File: config.mk
export PLATFORM = sky130hd
export DESIGN_NAME = lidar_sector_nearest_filter
export DESIGN_NICKNAME = d
export VERILOG_FILES = /design/src/hdl/lsnf_pkg.sv /design/src/hdl/lidar_sector_nearest_filter.sv /design/src/hdl/lsnf_ram.sv /design/src/hdl/lsnf_front.sv /design/src/hdl/lsnf_queue.sv /design/src/hdl/lsnf_back.sv
export SDC_FILE = /design/constraint.sdc
export NUM_CORES = 2
export LEC_CHECK = 0
export BUFFER_PORTS_ARGS = -buffer_cell sky130_fd_sc_hd__buf_2
export CAP_MARGIN = 5
export CORE_UTILIZATION = 54
export DETAILED_ROUTE_END_ITERATION = 10
export PLACE_DENSITY = 0.75
export REMOVE_ABC_BUFFERS = 1
export SETUP_SLACK_MARGIN = 0.05
export SLEW_MARGIN = 25
export SYNTH_ARGS = -nofsm -noshare
export SYNTH_HDL_FRONTEND = slang
export SYNTH_SLANG_ARGS = --single-unit
export TNS_END_PERCENT = 5
File: constraint.sdc
create_clock -name clk -period 26.7 [get_ports clk]
set_input_delay 5.34 -clock clk [delete_from_list [all_inputs] [get_ports clk]]
set_output_delay 5.34 -clock clk [all_outputs]
set_load 0.005 [all_outputs]
File: src/hdl/lsnf_pkg.sv
// lsnf_pkg: shared types, widths and reset constants for the lidar sector filter
// no dependencies; imported by every module of the block except lsnf_ram
package lsnf_pkg;

    localparam int XYZ_W      = 16;
    localparam int HLOW_W     = 11;
    localparam int HHIGH_W    = 10;
    localparam int NEAR_W     = 10;
    localparam int RANGE_W    = 15;
    localparam int NEAR_SQ_W  = 2 * NEAR_W;
    localparam int MIN_W      = 31;
    localparam int SQ_W       = 32;
    localparam int AVG_W      = 15;
    localparam int NUM_SECT   = 3;
    localparam int CFG_IDX_W  = 2;
    localparam int CFG_DATA_W = 15;

    localparam logic signed [HLOW_W-1:0] HLOW_RESET    = -11'sd150;
    localparam logic [HHIGH_W-1:0]       HHIGH_RESET   = 10'd150;
    localparam logic [NEAR_SQ_W-1:0]     NEAR_SQ_RESET = 20'd40000;
    localparam logic [MIN_W-1:0]         RANGE_SQ_RESET = 31'd100000000;
    localparam logic [AVG_W-1:0]         WIN_RESET     = 15'd10000;

    typedef enum logic [CFG_IDX_W-1:0] {
        CFG_HEIGHT_LOW,
        CFG_HEIGHT_HIGH,
        CFG_NEAR_LIMIT,
        CFG_NO_RETURN
    } cfg_reg_t;

    typedef enum logic [1:0] {
        SECTOR_FRONT,
        SECTOR_LEFT,
        SECTOR_RIGHT,
        SECTOR_BACK
    } sector_t;

    typedef struct packed {
        logic signed [XYZ_W-1:0] point_x;
        logic signed [XYZ_W-1:0] point_y;
        logic signed [XYZ_W-1:0] point_z;
        logic                    scan_end;
    } point_t;

    typedef struct packed {
        logic [AVG_W-1:0] front_avg;
        logic [AVG_W-1:0] left_avg;
        logic [AVG_W-1:0] right_avg;
    } result_t;

    typedef struct packed {
        logic                  valid;
        cfg_reg_t              index;
        logic [CFG_DATA_W-1:0] data;
    } cfg_wr_t;

    // per-sector minima of one scan, index 0 front, 1 left, 2 right
    typedef logic [NUM_SECT-1:0][MIN_W-1:0] sector_min_t;

endpackage

File: src/hdl/lidar_sector_nearest_filter.sv
// lidar_sector_nearest_filter: top level, front/queue/back wiring and config port
// depends on lsnf_pkg, lsnf_front, lsnf_queue, lsnf_back, lsnf_ram
//
//  channel  direction  handshake            payload
//  pt       in         pt_valid/pt_stall    point_t   (x, y, z, scan_end)
//  res      out        res_valid/res_stall  result_t  (front, left, right avg)
//  cfg      in         cfg_valid/cfg_ready  cfg_index, cfg_data
//
// points transfer one per cycle unless stalled; each goes through stages a and b to the minima
// each scan end takes the back end through a pop, a square root per sector, a window
// update, a divide per sector and an output
// two finished scans can wait in the queue; past that a scan end in the pipe stalls the input
// reset clears the minima to the no-return range squared and the windows to 10000
// cfg_ready is always high
module lidar_sector_nearest_filter
    import lsnf_pkg::*;
#(
    parameter int WINDOW = 8
) (
    input  logic                  clk,
    input  logic                  rst_n,
    input  logic                  pt_valid,
    output logic                  pt_stall,
    input  point_t                pt_data,
    output logic                  res_valid,
    input  logic                  res_stall,
    output result_t               res_data,
    input  logic                  cfg_valid,
    output logic                  cfg_ready,
    input  logic [CFG_IDX_W-1:0]  cfg_index,
    input  logic [CFG_DATA_W-1:0] cfg_data
);

    cfg_wr_t     cfg_wr;
    logic        q_push;
    sector_min_t q_push_data;
    logic        q_full;
    logic        q_pop;
    sector_min_t q_pop_data;
    logic        q_empty;

    assign cfg_ready    = 1'b1;
    assign cfg_wr.valid = cfg_valid;
    assign cfg_wr.index = cfg_reg_t'(cfg_index);
    assign cfg_wr.data  = cfg_data;

    lsnf_front u_front (
        .clk       (clk),
        .rst_n     (rst_n),
        .pt_valid  (pt_valid),
        .pt_stall  (pt_stall),
        .pt_data   (pt_data),
        .cfg_wr    (cfg_wr),
        .push      (q_push),
        .push_data (q_push_data),
        .q_full    (q_full)
    );

    lsnf_queue u_queue (
        .clk       (clk),
        .rst_n     (rst_n),
        .push      (q_push),
        .push_data (q_push_data),
        .full      (q_full),
        .pop       (q_pop),
        .pop_data  (q_pop_data),
        .empty     (q_empty)
    );

    lsnf_back #(
        .WINDOW (WINDOW)
    ) u_back (
        .clk       (clk),
        .rst_n     (rst_n),
        .q_empty   (q_empty),
        .q_pop     (q_pop),
        .q_data    (q_pop_data),
        .res_valid (res_valid),
        .res_stall (res_stall),
        .res_data  (res_data)
    );

endmodule

File: src/hdl/lsnf_ram.sv
// lsnf_ram: generic simple dual-port RAM, one write port, one registered read port
// no dependencies
module lsnf_ram #(
    parameter int DW    = 8,
    parameter int DEPTH = 8,
    localparam int AW   = (DEPTH > 1) ? $clog2(DEPTH) : 1
) (
    input  logic          clk,
    input  logic          wr_en,
    input  logic [AW-1:0] wr_addr,
    input  logic [DW-1:0] wr_data,
    input  logic          rd_en,
    input  logic [AW-1:0] rd_addr,
    output logic [DW-1:0] rd_data
);

    logic [DW-1:0] mem_reg [DEPTH];
    logic [DW-1:0] rd_data_reg;

    always_ff @(posedge clk)
    begin
        if (wr_en)
        begin
            mem_reg[wr_addr] <= wr_data;
        end
        if (rd_en)
        begin
            rd_data_reg <= mem_reg[rd_addr];
        end
    end

    assign rd_data = rd_data_reg;

endmodule

File: src/hdl/lsnf_front.sv
// lsnf_front: point intake, height/range filter, sector classification, per-sector minima
// depends on lsnf_pkg; pushes one minima record per scan into lsnf_queue
module lsnf_front
    import lsnf_pkg::*;
(
    input  logic        clk,
    input  logic        rst_n,
    input  logic        pt_valid,
    output logic        pt_stall,
    input  point_t      pt_data,
    input  cfg_wr_t     cfg_wr,
    output logic        push,
    output sector_min_t push_data,
    input  logic        q_full
);

    logic signed [HLOW_W-1:0] hlow_reg;
    logic [HHIGH_W-1:0]       hhigh_reg;
    logic [NEAR_SQ_W-1:0]     near_sq_reg;
    logic [MIN_W-1:0]         nr_sq_reg;
    sector_min_t              min_reg;
    sector_min_t              min_next;

    logic             a_valid_reg;
    logic             a_end_reg;
    logic             a_hok_reg;
    sector_t          a_sec_reg;
    logic [XYZ_W-1:0] a_ax_reg;
    logic [XYZ_W-1:0] a_ay_reg;

    logic             b_valid_reg;
    logic             b_end_reg;
    logic             b_hok_reg;
    sector_t          b_sec_reg;
    logic [SQ_W-1:0]  b_sqx_reg;
    logic [SQ_W-1:0]  b_sqy_reg;

    logic                    advance;
    logic signed [XYZ_W:0]   sum_xy;
    logic                    hok;
    sector_t                 sec;
    logic [XYZ_W-1:0]        ax;
    logic [XYZ_W-1:0]        ay;
    logic [SQ_W-1:0]         r2;
    logic                    keep;
    logic                    commit;
    logic [NEAR_SQ_W-1:0]    near_sq_w;
    logic [MIN_W-1:0]        nr_sq_w;

    // the pipeline only holds when a scan end meets a full queue
    assign advance  = !(b_valid_reg && b_end_reg && q_full);
    assign pt_stall = !advance;
    assign commit   = b_valid_reg && advance;

    always_comb
    begin
        sum_xy = {pt_data.point_x[XYZ_W-1], pt_data.point_x}
               + {pt_data.point_y[XYZ_W-1], pt_data.point_y};
        hok = (pt_data.point_z >= hlow_reg)
           && (pt_data.point_z <= $signed({1'b0, hhigh_reg}));
        ax = pt_data.point_x[XYZ_W-1] ? XYZ_W'(-pt_data.point_x) : pt_data.point_x;
        ay = pt_data.point_y[XYZ_W-1] ? XYZ_W'(-pt_data.point_y) : pt_data.point_y;
        // origin belongs to front
        if ((pt_data.point_x == '0 && pt_data.point_y == '0)
            || (pt_data.point_x > 0 && pt_data.point_y <= pt_data.point_x && sum_xy > 0))
        begin
            sec = SECTOR_FRONT;
        end
        else if (pt_data.point_y > 0 && pt_data.point_y > pt_data.point_x && sum_xy >= 0)
        begin
            sec = SECTOR_LEFT;
        end
        else if (pt_data.point_y < 0 && pt_data.point_x > pt_data.point_y && sum_xy <= 0)
        begin
            sec = SECTOR_RIGHT;
        end
        else
        begin
            sec = SECTOR_BACK;
        end
    end

    always_comb
    begin
        r2   = b_sqx_reg + b_sqy_reg;
        keep = b_hok_reg && (b_sec_reg != SECTOR_BACK)
            && (r2 >= {{(SQ_W-NEAR_SQ_W){1'b0}}, near_sq_reg});
        min_next = min_reg;
        for (int i = 0; i < NUM_SECT; i++)
        begin
            // ties keep the old minimum
            if (keep && b_sec_reg == sector_t'(i) && r2 < {1'b0, min_reg[i]})
            begin
                min_next[i] = r2[MIN_W-1:0];
            end
        end
    end

    assign near_sq_w = {{NEAR_W{1'b0}}, cfg_wr.data[NEAR_W-1:0]}
                     * {{NEAR_W{1'b0}}, cfg_wr.data[NEAR_W-1:0]};
    assign nr_sq_w   = {{(MIN_W-RANGE_W){1'b0}}, cfg_wr.data[RANGE_W-1:0]}
                     * {{(MIN_W-RANGE_W){1'b0}}, cfg_wr.data[RANGE_W-1:0]};

    assign push      = commit && b_end_reg;
    assign push_data = min_next;

    always_ff @(posedge clk or negedge rst_n)
    begin
        if (!rst_n)
        begin
            hlow_reg    <= HLOW_RESET;
            hhigh_reg   <= HHIGH_RESET;
            near_sq_reg <= NEAR_SQ_RESET;
            nr_sq_reg   <= RANGE_SQ_RESET;
            min_reg     <= {NUM_SECT{RANGE_SQ_RESET}};
            a_valid_reg <= 1'b0;
            b_valid_reg <= 1'b0;
        end
        else
        begin
            if (advance)
            begin
                a_valid_reg <= pt_valid;
                b_valid_reg <= a_valid_reg;
            end
            if (cfg_wr.valid)
            begin
                unique case (cfg_wr.index)
                    CFG_HEIGHT_LOW:  hlow_reg <= cfg_wr.data[HLOW_W-1:0];
                    CFG_HEIGHT_HIGH: hhigh_reg <= cfg_wr.data[HHIGH_W-1:0];
                    CFG_NEAR_LIMIT:  near_sq_reg <= near_sq_w;
                    CFG_NO_RETURN:
                    begin
                        nr_sq_reg <= nr_sq_w;
                        min_reg   <= {NUM_SECT{nr_sq_w}};
                    end
                    default: ;
                endcase
            end
            else if (commit)
            begin
                min_reg <= b_end_reg ? {NUM_SECT{nr_sq_reg}} : min_next;
            end
        end
    end

    // stage payload
    always_ff @(posedge clk)
    begin
        if (advance)
        begin
            a_end_reg <= pt_data.scan_end;
            a_hok_reg <= hok;
            a_sec_reg <= sec;
            a_ax_reg  <= ax;
            a_ay_reg  <= ay;
            b_end_reg <= a_end_reg;
            b_hok_reg <= a_hok_reg;
            b_sec_reg <= a_sec_reg;
            b_sqx_reg <= {{XYZ_W{1'b0}}, a_ax_reg} * {{XYZ_W{1'b0}}, a_ax_reg};
            b_sqy_reg <= {{XYZ_W{1'b0}}, a_ay_reg} * {{XYZ_W{1'b0}}, a_ay_reg};
        end
    end

endmodule

File: src/hdl/lsnf_queue.sv
// lsnf_queue: two-entry queue of per-scan minima between front and back
// depends on lsnf_pkg
module lsnf_queue
    import lsnf_pkg::*;
(
    input  logic        clk,
    input  logic        rst_n,
    input  logic        push,
    input  sector_min_t push_data,
    output logic        full,
    input  logic        pop,
    output sector_min_t pop_data,
    output logic        empty
);

    sector_min_t mem_reg [2];
    logic        wr_ptr_reg;
    logic        rd_ptr_reg;
    logic [1:0]  count_reg;

    assign full     = (count_reg == 2'd2);
    assign empty    = (count_reg == 2'd0);
    assign pop_data = mem_reg[rd_ptr_reg];

    always_ff @(posedge clk or negedge rst_n)
    begin
        if (!rst_n)
        begin
            wr_ptr_reg <= 1'b0;
            rd_ptr_reg <= 1'b0;
            count_reg  <= 2'd0;
        end
        else
        begin
            if (push)
            begin
                wr_ptr_reg <= !wr_ptr_reg;
            end
            if (pop)
            begin
                rd_ptr_reg <= !rd_ptr_reg;
            end
            if (push && !pop)
            begin
                count_reg <= count_reg + 2'd1;
            end
            else if (pop && !push)
            begin
                count_reg <= count_reg - 2'd1;
            end
        end
    end

    always_ff @(posedge clk)
    begin
        if (push)
        begin
            mem_reg[wr_ptr_reg] <= push_data;
        end
    end

endmodule

File: src/hdl/lsnf_back.sv
// lsnf_back: per-scan square roots, window update and window averages
// depends on lsnf_pkg and lsnf_ram; takes minima records from lsnf_queue
module lsnf_back
    import lsnf_pkg::*;
#(
    parameter int WINDOW = 8
) (
    input  logic        clk,
    input  logic        rst_n,
    input  logic        q_empty,
    output logic        q_pop,
    input  sector_min_t q_data,
    output logic        res_valid,
    input  logic        res_stall,
    output result_t     res_data
);

    localparam int AW = (WINDOW > 1) ? $clog2(WINDOW) : 1;
    localparam int SW = $clog2(WINDOW * 32767 + 1);
    localparam int DIV_SH = SW + $clog2(WINDOW);
    localparam int MW = SW + 1;
    localparam int PW = SW + MW;
    localparam logic [MW-1:0] DIV_MUL =
        MW'(((64'd1 << DIV_SH) + 64'(WINDOW - 1)) / 64'(WINDOW));
    localparam logic [1:0]      LAST_SEC  = 2'(NUM_SECT - 1);
    localparam logic [SQ_W-1:0] SQRT_BIT0 = SQ_W'(1) << (SQ_W - 2);

    typedef logic [NUM_SECT-1:0][AVG_W-1:0] sector_val_t;
    typedef enum logic [2:0] {
        ST_IDLE,
        ST_SQRT,
        ST_UPDATE,
        ST_DIV,
        ST_DONE
    } state_t;

    state_t                     state_reg;
    logic [1:0]                 sec_reg;
    sector_min_t                rec_reg;
    logic [SQ_W-1:0]            v_reg;
    logic [SQ_W-1:0]            root_acc_reg;
    logic [SQ_W-1:0]            bit_reg;
    sector_val_t                root_reg;
    logic [NUM_SECT-1:0][SW-1:0] sum_reg;
    sector_val_t                avg_reg;
    logic [AW-1:0]              slot_reg;
    logic [WINDOW-1:0]          wvalid_reg;
    logic                       res_valid_reg;
    result_t                    res_data_reg;

    logic [SQ_W-1:0]            sq_trial;
    logic                       sq_ge;
    logic [SQ_W-1:0]            v_next;
    logic [SQ_W-1:0]            root_acc_next;
    logic [PW-1:0]              div_prod;
    logic [AVG_W-1:0]           div_q;
    logic [NUM_SECT-1:0][SW-1:0] sum_next;
    sector_val_t                ram_rd_data;
    logic [AVG_W-1:0]           old_val;
    logic [AW-1:0]              slot_next;
    logic                       res_load;

    // digit-by-digit square root, one result bit per cycle
    always_comb
    begin
        sq_trial = root_acc_reg + bit_reg;
        sq_ge    = (v_reg >= sq_trial);
        v_next   = sq_ge ? (v_reg - sq_trial) : v_reg;
        root_acc_next = sq_ge ? ((root_acc_reg >> 1) + bit_reg) : (root_acc_reg >> 1);
    end

    // divide by the window length as a multiply by its scaled reciprocal
    always_comb
    begin
        div_prod = PW'(sum_reg[sec_reg]) * PW'(DIV_MUL);
        div_q    = div_prod[DIV_SH +: AVG_W];
    end

    // running window sums: drop the overwritten entry, add the new root
    always_comb
    begin
        sum_next = sum_reg;
        old_val  = WIN_RESET;
        for (int i = 0; i < NUM_SECT; i++)
        begin
            old_val     = wvalid_reg[slot_reg] ? ram_rd_data[i] : WIN_RESET;
            sum_next[i] = sum_reg[i] - SW'(old_val) + SW'(root_reg[i]);
        end
        slot_next = (slot_reg == AW'(WINDOW - 1)) ? '0 : slot_reg + AW'(1);
    end

    assign q_pop    = (state_reg == ST_IDLE) && !q_empty;
    // output register is free or hands its transfer over this cycle
    assign res_load = (state_reg == ST_DONE) && (!res_valid_reg || !res_stall);

    lsnf_ram #(
        .DW    (NUM_SECT * AVG_W),
        .DEPTH (WINDOW)
    ) u_win_ram (
        .clk     (clk),
        .wr_en   (state_reg == ST_UPDATE),
        .wr_addr (slot_reg),
        .wr_data (root_reg),
        .rd_en   (q_pop),
        .rd_addr (slot_reg),
        .rd_data (ram_rd_data)
    );

    always_ff @(posedge clk or negedge rst_n)
    begin
        if (!rst_n)
        begin
            state_reg     <= ST_IDLE;
            sec_reg       <= '0;
            slot_reg      <= '0;
            wvalid_reg    <= '0;
            sum_reg       <= {NUM_SECT{SW'(WINDOW * 10000)}};
            res_valid_reg <= 1'b0;
        end
        else
        begin
            if (res_load)
            begin
                res_valid_reg <= 1'b1;
            end
            else if (res_valid_reg && !res_stall)
            begin
                res_valid_reg <= 1'b0;
            end
            unique case (state_reg)
                ST_IDLE:
                begin
                    if (!q_empty)
                    begin
                        rec_reg      <= q_data;
                        sec_reg      <= '0;
                        v_reg        <= {1'b0, q_data[0]};
                        root_acc_reg <= '0;
                        bit_reg      <= SQRT_BIT0;
                        state_reg    <= ST_SQRT;
                    end
                end
                ST_SQRT:
                begin
                    if (bit_reg == SQ_W'(1))
                    begin
                        root_reg[sec_reg] <= root_acc_next[AVG_W-1:0];
                        if (sec_reg == LAST_SEC)
                        begin
                            state_reg <= ST_UPDATE;
                        end
                        else
                        begin
                            sec_reg      <= sec_reg + 2'd1;
                            v_reg        <= {1'b0, rec_reg[sec_reg + 2'd1]};
                            root_acc_reg <= '0;
                            bit_reg      <= SQRT_BIT0;
                        end
                    end
                    else
                    begin
                        v_reg        <= v_next;
                        root_acc_reg <= root_acc_next;
                        bit_reg      <= bit_reg >> 2;
                    end
                end
                ST_UPDATE:
                begin
                    sum_reg              <= sum_next;
                    wvalid_reg[slot_reg] <= 1'b1;
                    slot_reg             <= slot_next;
                    sec_reg              <= '0;
                    state_reg            <= ST_DIV;
                end
                ST_DIV:
                begin
                    avg_reg[sec_reg] <= div_q;
                    if (sec_reg == LAST_SEC)
                    begin
                        state_reg <= ST_DONE;
                    end
                    else
                    begin
                        sec_reg <= sec_reg + 2'd1;
                    end
                end
                ST_DONE:
                begin
                    // wait for the output register to be free
                    if (res_load)
                    begin
                        res_data_reg.front_avg <= avg_reg[0];
                        res_data_reg.left_avg  <= avg_reg[1];
                        res_data_reg.right_avg <= avg_reg[2];
                        state_reg              <= ST_IDLE;
                    end
                end
                default:
                begin
                    state_reg <= ST_IDLE;
                end
            endcase
        end
    end

    assign res_valid = res_valid_reg;
    assign res_data  = res_data_reg;

endmodule

* Word level (Yosys, flattened, before mapping) *
Memories as Yosys holds them, arrays and structs flattened. A register that Yosys moved wholly into a read port is not among the register bits.
Cells that the tools add are included.

operators by class
  add/subtract/negate cells = 17
  multipliers = 4
  magnitude comparators = 21
  equal/unequal tests = 22
  multiplexer cells = 59
  bitwise gates (word level) = 2
  reductions and logical operators = 62

operators by type and width
  cell                                                  count
  2-to-1 mux 93 bit                                     4
  2-to-1 mux 32 bit                                     11
  case mux 32 bit (2 select lines)                      3
  2-to-1 mux 31 bit                                     4
  less-than comparator 32 x 31 -> 1 bit                 3
  bitwise mux 45 bit                                    2
  2-to-1 mux 15 bit                                     6
  adder 32 bit                                          2
  multiplier 16 x 16 -> 32 bit                          2
  binary-select mux 31 bit (select 2 bit)               1
  adder 18 x 15 -> 18 bit                               3
  subtractor 18 x 15 -> 18 bit                          3
  binary-select mux 18 bit (select 2 bit)               1
  adder 31 x 32 -> 32 bit                               1
  == test 32 x 1 -> 1 bit (second input constant)       1
  greater-or-equal comparator 32 x 20 -> 1 bit          1
  greater-or-equal comparator 32 bit                    1
  > comparator 16 x 1 -> 1 bit (second input constant)  2
  > comparator 16 bit                                   2
  zero test 16 bit                                      2
  negation 16 bit                                       2
  subtractor 32 bit                                     1
  demux 15 bit (select 2 bit)                           1
  multiplier 15 x 15 -> 30 bit                          1
  47 further kinds                                      127

word-level totals
  flip-flop bits (word level) = 669
  bits in writable memories = 546
  input port bits = 71
  word-level logic and storage cells = 237
  memories kept = 2

memory list
  memory                    words  width  rd ports  clocked after memory_dff  wr ports  line              text
  u_back.u_win_ram.mem_reg  8      45     1         1                         1         lsnf_ram.sv:17    logic [DW-1:0] mem_reg [DEPTH];
  u_queue.mem_reg           2      93     1         0                         1         lsnf_queue.sv:16  sector_min_t mem_reg [2];

* Depth between registers and ports, before layout *
  depth in word-level cells = 9
  gate-level depth with buffers = 27
  mapped depth without buffers = 26

* Cells and area by module *
From an unflattened synthesis, not the netlist that was laid out.

unflattened totals
  cell total of the unflattened synthesis = 7461
  area total of the unflattened synthesis = 85216.7 µm²

modules (own cells, without submodules)
  module                       times used  cells each  area an instance (µm²)
  lsnf_front                   1           4583        41399.7
  lsnf_back                    1           1993        21633.2
  lsnf_ram                     1           578         15263.4
  lsnf_queue                   1           305         6909.1
  lidar_sector_nearest_filter  1           2           11.3

* Worst setup path before layout *
No wires, ideal clock.

  path kind = input -> register
  start = input port rst_n
  end = register u_back.v_reg[0] (enable)
  setup time = 0.470 ns
  arrival = 12.721 ns
  required time = 26.230 ns
  setup slack = 13.508 ns
  stages = 3
  path buffers = 0
  path through = nand2_1 nor4_1 a21boi_0

between the ends
  word-level cells in the longest chain between the ends = 1

RTL lines
  item                           line                               text
  start, declared                lidar_sector_nearest_filter.sv:21  input logic rst_n,
  AND reduction 5 bit (no line)  --
  end signal, assigned           lsnf_back.sv:137                   v_reg <= {1'b0, q_data[0]};
  end signal, assigned           lsnf_back.sv:155                   v_reg <= {1'b0, rec_reg[sec_reg + 2'd1]};
  end signal, assigned           lsnf_back.sv:162                   v_reg <= v_next;
  end, declared                  lsnf_back.sv:40                    logic [SQ_W-1:0] v_reg;

Every way passes these cells.
A chain may end at the register's enable or synchronous reset.

* Worst setup path in the final report *
  start = input port cfg_data[2]
  end = register u_front.min_reg[29] in the netlist's numbering

between the ends
  word-level cells in the longest chain between the ends = 3

RTL lines
  item                          line                               text
  start, declared               lidar_sector_nearest_filter.sv:31  input logic [CFG_DATA_W-1:0] cfg_data
  multiplier 15 x 15 -> 30 bit  lsnf_front.sv:102                  * {{(MIN_W-RANGE_W){1'b0}}, cfg_wr.data[RANGE_W-1:0]};
  2-to-1 mux 93 bit             lsnf_front.sv:128                  unique case (cfg_wr.index)
  2-to-1 mux 93 bit             lsnf_front.sv:126                  if (cfg_wr.valid)
  end signal, assigned          lsnf_front.sv:115                  min_reg <= {NUM_SECT{RANGE_SQ_RESET}};
  end signal, assigned          lsnf_front.sv:135                  min_reg <= {NUM_SECT{nr_sq_w}};
  end signal, assigned          lsnf_front.sv:142                  min_reg <= b_end_reg ? {NUM_SECT{nr_sq_reg}} : min_next;
  end, declared                 lsnf_front.sv:21                   sector_min_t min_reg;

Every way passes these cells. The select of a mux whose other input is x is not followed.

==> flow_summary.ini <==
[status]
status = completed

[timing]
relSlewSlack = 0.230
finalSetupTns_ns = 0
setup_violations = 0
rsz0062_at_grt = no
final_hold_viol_count = 0
finClkSkew_ns = 0.0492
fmax_mhz = 84.5
hold-worst-slack_ns = 0.417
worst_pin_slew_ns = 1.15
period_minus_slack_ns = 11.84
slew_violations = 0
period_share = 0.443

[routing]
dr_total_vias = 56600
wl_per_cell_um = 21.3
drt_iter0_drc = 4782
drc = 0
final_antenna_net_count = 0
wirelength_mm = 205
firstDrtPassIters = 8
avgViaCountPerCell = 5.88

[synth]
synth_seq_cells = 1240
syn_area_mm2 = 0.0826
synth_area_leaders = edfxtp_1 (36%), fa_1 (13%), ha_1 (10%)
avgSynthCellArea_um2 = 11.2
synth_top_area_frac = 0.364
yosysWarnings = 0
yosys.area.top_type = edfxtp_1
yosysUniqueCellTypes = 96
postSynth.asyncResetShare = 0.193
ys_seq_area_frac = 0.438
synthFlopType = edfxtp_1
syn-instance-count = 7405
synth_edf_count = 1001

[cells_and_area]
nets = 8787
largest_reg_flops = 360
final_util = 0.592
num_antenna_cells = 0
area_growth_pct = 8.95
drive_gt1_frac = 0.0910
final_cell_area_mm2 = 0.0900

[floorplanning]
pin_count = 119
fp.coreArea_mm2 = 0.152
fp-row-count = 143
dieHeight_um = 393
dieWidth_um = 393
initial_utilization = 0.544
dieArea_mm2 = 0.154

[job]
max_cap_viol_count = 0

[global_route]
grt_pass1_wl_mm = 322
overflow = 0
antenna_found_initial = 3
grt_max_degree = 145
first_global_vias = 58400
grt_use_total = 0.269

[clock_tree]
clock-sinks = 1240
path_clk_slew_ns = 0.06
clk_path_buf_depth = 3
cts_setup_buffers = 0
cts_tree = yes
clk_latency_ns = 0.80
hold_buffers = 0
cts_max_level = 4
cts_buffers = 133
cts-resized-gates = 0
root_buffer = clkbuf_16

[min_path]
hold_depth = 0
hold_class = flop to flop

[worst_setup_path]
crit_fanout = 16
critPathLaunchType = primary input
rr_worst_depth = 23
cp.required_ns = 27.34
end_kind = flop
criticalPathCategory = primary input to flop
crit_arrival_ns = 12.47

[placement]
gp_congestion = 0.939
io_buffer_count = 117
hpwl_mm = 146
placed_area_mm2 = 0.0856
==> through the flow <==
step / worst slack [ns] / cells
final: 14.86 / 9632
after global routing: 14.50 / 9632
after CTS: 14.99 / 9632
after detailed placement: 14.22 / 9388
after global placement: 14.32 / 9386
after floorplan: 13.51 / 7158
==> synthesized netlist by cell type, drive strengths merged, types with 43 or more instances <==
cell    number
edfxtp    1001
clkbuf     220
o21a        43
o21ai      372
nor2b       89
xnor2      207
a221o       58
mux2       117
a22oi      197
xor2       103
and3        46
mux2i       50
nand2      621
a211oi      58
ha         672
a31oi       54
nor2       364
fa         551
a21oi      308
and2       143
a21o        92
nand3       61
inv       1117
nor3       100
nand4       88
dfstp       79
dfrtp      160
==> logic make-up (layout without fill, tap and decap cells) <==
kind of cell,Yosys count,count (layout),synth area share
multiplexers,167,167,0.0220
AO/OA/AOI/OAI,1438,1438,0.114
other,1,1,0.0000454
buffers and inverters,1366,1563,0.0625
flip-flops,1240,1240,0.438
adder cells (fa/ha/maj),1223,1223,0.235
AND/OR/NAND/NOR,1660,1660,0.0951
XOR/XNOR,310,310,0.0330
==> worst paths after layout <==
check | startpoint | slack, ns | to
worst max-delay path | cfg_data[2] | 14.86 | u_front.min_reg[29]$_DFFE_PN0P_
worst min-delay path | u_back.avg_reg[13]$_DFFE_PP_ | 0.42 | u_back.res_data[43]$_DFFE_PP_
worst max register to register | u_front.b_sqx_reg[2]$_DFFE_PN_ | 18.62 | u_front.min_reg[84]$_DFFE_PN1P_
worst min register to register | u_back.avg_reg[13]$_DFFE_PP_ | 0.42 | u_back.res_data[43]$_DFFE_PP_
max in group asynchronous | rst_n | 20.94 | u_front.nr_sq_reg[25]$_DFFE_PN0P_
min in group asynchronous | rst_n | 4.50 | u_front.hhigh_reg[8]$_DFFE_PN0P_
==> critical path: stages <==
cell and delay, ns:
buf_2 0.34, inv_1 0.28, nor2_1 0.23, inv_1 0.13, fa_1 0.49, fa_1 0.55, inv_1 0.06, fa_1 0.52
inv_1 0.06, fa_1 0.53, inv_1 0.05, fa_1 0.47, inv_1 0.05, fa_1 0.47, inv_1 0.05, ha_1 0.20
a21oi_1 0.31, o211ai_1 0.18, nand3_1 0.15, o211ai_1 0.17, o21ai_0 0.53, o211ai_1 0.23, a31o_2 0.28, a21oi_1 0.18
xnor2_1 0.16, o21ai_0 0.16, a221o_1 0.29
==> cells in the final DEF (no fill, tap or decap), types with 50 or more instances in the layout <==
cell type	synthesis	routed
inv_1	1117	1117
edfxtp_1	1001	1001
ha_1	672	672
nand2_1	621	621
fa_1	551	551
o21ai_0	367	365
nor2_1	362	359
a21oi_1	307	307
xnor2_1	206	206
a22oi_1	197	197
dfrtp_1	160	158
and2_1	142	135
clkbuf_16	0	134
mux2_2	117	117
buf_2	7	116
xor2_1	103	103
a21o_1	92	92
nor3_1	98	90
nand4_1	88	88
nor2b_1	89	87
buf_4	3	80
dfstp_2	79	79
nand3_1	61	61
a221o_1	58	58
a211oi_1	56	56
a31oi_1	54	53
mux2i_1	50	50
==> per-layer routing <==
layer / vias up / share of wire / global-route usage
li1: 25800 / - / -
met4: 4 / 0.046 / 0.123
met5: - / 0.00013 / 0
met1: 28100 / 0.40 / 0.344
met2: 2169 / 0.49 / 0.456
met3: 485 / 0.066 / 0.0360
==> cell type report <==
cell class,count,area (µm²)
clock inverters,78,871
repair buffers,200,1270
fillers,12000,61900
flip-flops and latches,1240,36100
well taps,2030,2540
clock buffers,166,3510
inverters,1119,4200
multi-input cells,4799,41400
Power is not shown: default switching activity piles up to over one toggle a cycle in this logic, so the estimate is an artifact.
